### config.mk
export PLATFORM = sky130hd
export DESIGN_NAME = mesp_mul
export DESIGN_NICKNAME = d
export VERILOG_FILES = /design/src/hw/rtl/mesp_pkg.sv /design/src/hw/rtl/mesp_mul.sv
export SDC_FILE = /design/constraint.sdc
export NUM_CORES = 2
export LEC_CHECK = 0
export BUFFER_PORTS_ARGS = -buffer_cell sky130_fd_sc_hd__buf_2
export CORE_ASPECT_RATIO = 0.9
export CORE_MARGIN = 4
export CORE_UTILIZATION = 35
export CTS_BUF_LIST = sky130_fd_sc_hd__clkbuf_16
export DETAILED_ROUTE_END_ITERATION = 8
export PLACE_DENSITY = 0.51
export SLEW_MARGIN = 20
export SYNTH_ARGS = -nofsm -noshare
export SYNTH_HDL_FRONTEND = slang
export SYNTH_SLANG_ARGS = --single-unit
### constraint.sdc
create_clock -name clock -period 14.6 [get_ports clock]
set_input_delay 2.19 -clock clock [delete_from_list [all_inputs] [get_ports clock]]
set_output_delay 2.19 -clock clock [all_outputs]
set_load 0.01 [all_outputs]
### src/hw/rtl/mesp_pkg.sv
// Package: shared constants and types for the supersampled escape-time pixel block
`default_nettype none
package mesp_pkg;
   localparam int FRAC_BITS_DEF       = 28;
   localparam int MAX_SUPERSAMPLE_DEF = 4;
   localparam int ITER_BITS_DEF       = 16;
   localparam int MAG_BITS            = 35;
   localparam int COORD_BITS          = 32;
   localparam int STEP_BITS           = 31;
   localparam int RATE_BITS           = 3;
   localparam int CSR_IDX_BITS        = 2;
   localparam int CSR_DATA_BITS       = 31;
   localparam int ZW                  = 64;

   localparam logic [CSR_IDX_BITS-1:0] CSR_MAX_ITER = 2'd0;
   localparam logic [CSR_IDX_BITS-1:0] CSR_SS_RATE  = 2'd1;
   localparam logic [CSR_IDX_BITS-1:0] CSR_STEP     = 2'd2;

   // multiplier operation codes
   typedef enum logic [2:0] {
      OP_NONE = 3'd0,
      OP_GO   = 3'd1
   } mul_op_type;
endpackage
`default_nettype wire

### src/hw/rtl/mesp_mul.sv
// Shared fixed-point multiplier: sign-magnitude, four 32x32 partial products accumulated in turn
`default_nettype none
module mesp_mul
   import mesp_pkg::*;
#(
   parameter int FRAC_BITS = FRAC_BITS_DEF
) (
   input  wire logic                 clock,
   input  wire logic                 reset,
   input  wire logic                 start,
   input  wire logic signed [ZW-1:0] a,
   input  wire logic signed [ZW-1:0] b,
   output logic                      done,
   output logic signed [ZW-1:0]      p
);
   localparam logic [ZW-1:0] ZSAT = {3'b000, {(ZW-3){1'b1}}};

   logic [ZW-1:0]   ua_ff, ua_in, ub_ff, ub_in;
   logic            neg_ff, neg_in;
   logic [2*ZW-1:0] acc_ff, acc_in;
   logic [1:0]      k_ff, k_in;
   logic            busy_ff, busy_in, done_ff, done_in;
   logic [31:0]     opa, opb;
   logic [63:0]     pp;
   logic [2*ZW-1:0] sh;
   logic [ZW-1:0]   r;

   always_comb begin
      opa = k_ff[0] ? ua_ff[63:32] : ua_ff[31:0];
      opb = k_ff[1] ? ub_ff[63:32] : ub_ff[31:0];
      pp  = 64'(opa) * 64'(opb);
      sh  = (2*ZW)'(pp) << (7'(k_ff[0]) * 7'd32 + 7'(k_ff[1]) * 7'd32);
   end

   always_comb begin
      ua_in = ua_ff; ub_in = ub_ff; neg_in = neg_ff; acc_in = acc_ff;
      k_in = k_ff; busy_in = busy_ff; done_in = 1'b0;
      if (start) begin
         ua_in   = a[ZW-1] ? ZW'(-a) : a;
         ub_in   = b[ZW-1] ? ZW'(-b) : b;
         neg_in  = a[ZW-1] ^ b[ZW-1];
         acc_in  = '0;
         k_in    = '0;
         busy_in = 1'b1;
      end else if (busy_ff) begin
         acc_in = acc_ff + sh;
         k_in   = k_ff + 2'd1;
         if (k_ff == 2'd3) begin
            busy_in = 1'b0;
            done_in = 1'b1;
         end
      end
   end

   always_comb begin
      if ((acc_ff >> (ZW + FRAC_BITS)) != '0) r = ZSAT;
      else begin
         r = ZW'(acc_ff >> FRAC_BITS);
         if (r > ZSAT) r = ZSAT;
      end
      p = neg_ff ? -$signed(r) : $signed(r);
   end
   assign done = done_ff;

   always_ff @(posedge clock) begin
      ua_ff <= ua_in; ub_ff <= ub_in; neg_ff <= neg_in; acc_ff <= acc_in;
      k_ff <= k_in;
      if (reset) begin
         busy_ff <= 1'b0; done_ff <= 1'b0;
      end else begin
         busy_ff <= busy_in; done_ff <= done_in;
      end
   end
endmodule
`default_nettype wire

==> metrics.txt <==
run status=completed; f_max=72.85 MHz; # nets final=7922; Post-Synthesis Net Count=7882; Total GRT Usage=0.2612; Period Utilization, post-route=0.9402; number of distinct standard cells referenced by the synthesized netlist=80; final weighted congestion in routability-driven placement=0.9737; clk sinks=261; hold_sp=acc_ff[123]; total number of yosys warnings=0; wire length of the first global-routing pass=317700 um; Core Region=about 0.16 mm2; antenna violations before repair=6; dpl hpwl=177200 um; library cell appearing most often on the critical path=sky130_fd_sc_hd__fa_1; worst min-delay path category=reg -> reg; most area-consuming cells after synthesis=sky130_fd_sc_hd__fa_1 33%, sky130_fd_sc_hd__ha_1 9.0%, sky130_fd_sc_hd__edfxtp_1 7.1%, sky130_fd_sc_hd__inv_1 6.5%, sky130_fd_sc_hd__nor2_1 6.2%; clock-pin slew of the registers on the worst-case setup and hold paths=60 ps; average size of a mapped cell=roughly 8.5 um2; total of buffers placed on input and output ports=195; Startpoint Class=flip-flop; FILL cells=15960; cells after synthesis=6460; endpoint of the worst hold path=acc_ff[123]; Final Max Tran Viols=0; storage element area=0.006528 mm2; pin count of the biggest net entering global routing=82; data arrival at the endpoint of the critical path=14170 ps; vias per inst=5.461; Final min period=13730 ps; capturing point of the worst reg2reg path=acc_ff[125]; hold violation count in the final report=0; sequential cell area fraction in the yosys report=0.1192; post-CTS setup repair buffer count=0; reg2reg setup slack=around 870 ps; Post-synth EDFFs=129; via count=47040; average detailed-routed wire length per instance=25.01 um; synth-to-layout area growth=8.879%; TritonCTS clock tree=done; primary flip-flop cell chosen by synthesis mapping=sky130_fd_sc_hd__dfxtp_1; Die X-Extent=424.6 um; number of CTS-inserted buffers=37; CTS HTree Levels=2; transition at the pin with the smallest max-transition slack=1175 ps; clock insertion delay at the later pin of the skew report=590 ps; Die Span Y=383.0 um; stage delay of the slowest cell on the critical path=630 ps; skew final=30.74 ps; Total Die Area=around 0.16 mm2; Slowest-stage cell, CP=sky130_fd_sc_hd__nor4bb_1; Worst slew margin=0.2012; reg2reg path depth=44; launch point of the worst reg-to-reg path=k_ff[0]; class of the most critical setup path=reg -> reg; minimum setup slack in the final design=873.6 ps; leading cell type by number of instances after synthesis=sky130_fd_sc_hd__inv_1; top cells by count, synth=940 x sky130_fd_sc_hd__inv_1, 901 x sky130_fd_sc_hd__nor2_1, 897 x sky130_fd_sc_hd__fa_1; DRC violation total after the first TritonRoute iteration=4307; worst setup slack before clock tree synthesis=796.0 ps; worst hold path stage count=2; Routed Wire Length=about 220000 um; setup-violating endpoint count in the final report=0; 1st-pass router iterations=6; layout cells sized above 1=0.08319; cell at the root of the clock tree=sky130_fd_sc_hd__clkbuf_16; Data required, critical path=15040 ps; post-synthesis instance area=0.05468 mm2; Max Cap Violations=0; multi-input combinational cell area=0.04367 mm2; post_cts resized=0; number of cell rows=137; top cell type by total area after synthesis=sky130_fd_sc_hd__fa_1; Max Fanout on Critical Path=33; worst hold slack after final layout=487.8 ps; Bufs on Longest Clock Path=3; number of nets with antenna violations after detailed routing=0; final setup TNS=0 ps; hold buffer count at cts=0; via count of the first global-routing pass=47440; global route total overflow=0; Remaining DRCs=0; unrepaired setup endpoints after global routing=false; Synth top area share=0.3284; share of flip-flops with an asynchronous set or reset after synthesis=0; post-layout utilization of the core=0.3838; ports placed on the boundary=196; initial core utilization=0.3525; synthesis-stage register bit count=261; Crit. End Element=flip-flop
[flip-flops by register name, indices dropped and copies added (netlist names)]
name / cells
k_ff: 2
ua_ff: 64
ub_ff: 64
neg_ff: 1
busy_ff: 1
done: 1
acc_ff: 128
[area by class of cell]
class | count | area share
inverter | 943 | 0.05946
antenna | 2 | 0.00008407
clock buffer | 38 | 0.01597
timing repair buffer | 328 | 0.03436
multi-input combinational | 4929 | 0.7335
tap | 2085 | 0.04382
clock inverter | 28 | 0.003153
sequential | 261 | 0.1096
[cells by family after synthesis]
logic type               synth area share
AND/OR/NAND/NOR                    0.1666
XOR/XNOR                          0.05270
AO/OA/AOI/OAI                      0.1130
multiplexers                      0.04252
buffers and inverters             0.08746
flip-flops                         0.1192
adder cells (fa/ha/maj)            0.4186
[metal layers]
layer,vias to the layer above,track usage,wire (um),share of wire
li1,21010,-,-,-
met3,304,0.04567,16810,0.078
met5,-,0,65,0.00030
met1,23820,0.3711,96010,0.45
met4,8,0.08279,7948,0.037
met2,1905,0.4044,94630,0.44
[per-stage QoR]
| stage | std cells | cell area [um2] |
|---|---|---|
| after floorplan | 6460 | 54680 |
| after global placement | 8546 | 58380 |
| after detailed placement | 8546 | 58380 |
| after CTS | 8612 | 59520 |
| after global routing | 8612 | 59530 |
| final | 8614 | 59530 |
[placed cells by master, fill, tap and decap left out, types with 96 or more instances in the layout]
cell	n
sky130_fd_sc_hd__ha_1	394
sky130_fd_sc_hd__edfxtp_1	129
sky130_fd_sc_hd__nand2_1	706
sky130_fd_sc_hd__inv_1	951
sky130_fd_sc_hd__buf_2	194
sky130_fd_sc_hd__mux2i_1	109
sky130_fd_sc_hd__a21oi_1	281
sky130_fd_sc_hd__fa_1	897
sky130_fd_sc_hd__buf_4	128
sky130_fd_sc_hd__dfxtp_1	129
sky130_fd_sc_hd__xnor2_1	233
sky130_fd_sc_hd__a21o_1	102
sky130_fd_sc_hd__xor2_1	96
sky130_fd_sc_hd__nor2_1	900
sky130_fd_sc_hd__o21ai_0	246
[critical path: cells and delay by family (launching register included)]
family / cells / cell delay, ps
compound gates: 18 / 4390
xor+xnor: 2 / 420
fa+ha+maj: 10 / 4780
buf+inv: 6 / 1160
flops: 1 / 620
mux: 2 / 410
simple gates: 6 / 1740
[how the worst max path moves through the flow]
stage / from / end / slack [ps] / depth (start not counted)
5_1_grt: k_ff[0] / acc_ff[125] / 210 / 42
6_report: k_ff[0] / acc_ff[125] / 870 / 44
3_5_place_dp: k_ff[1] / acc_ff[125] / 800 / 41
4_1_cts: k_ff[1] / acc_ff[121] / 770 / 41
2_1_floorplan: k_ff[0] / acc_ff[125] / 3220 / 46
3_3_place_gp: k_ff[0] / acc_ff[125] / 830 / 42
Power is not shown: default switching activity piles up to over one toggle a cycle in this logic, so the estimate is an artifact.
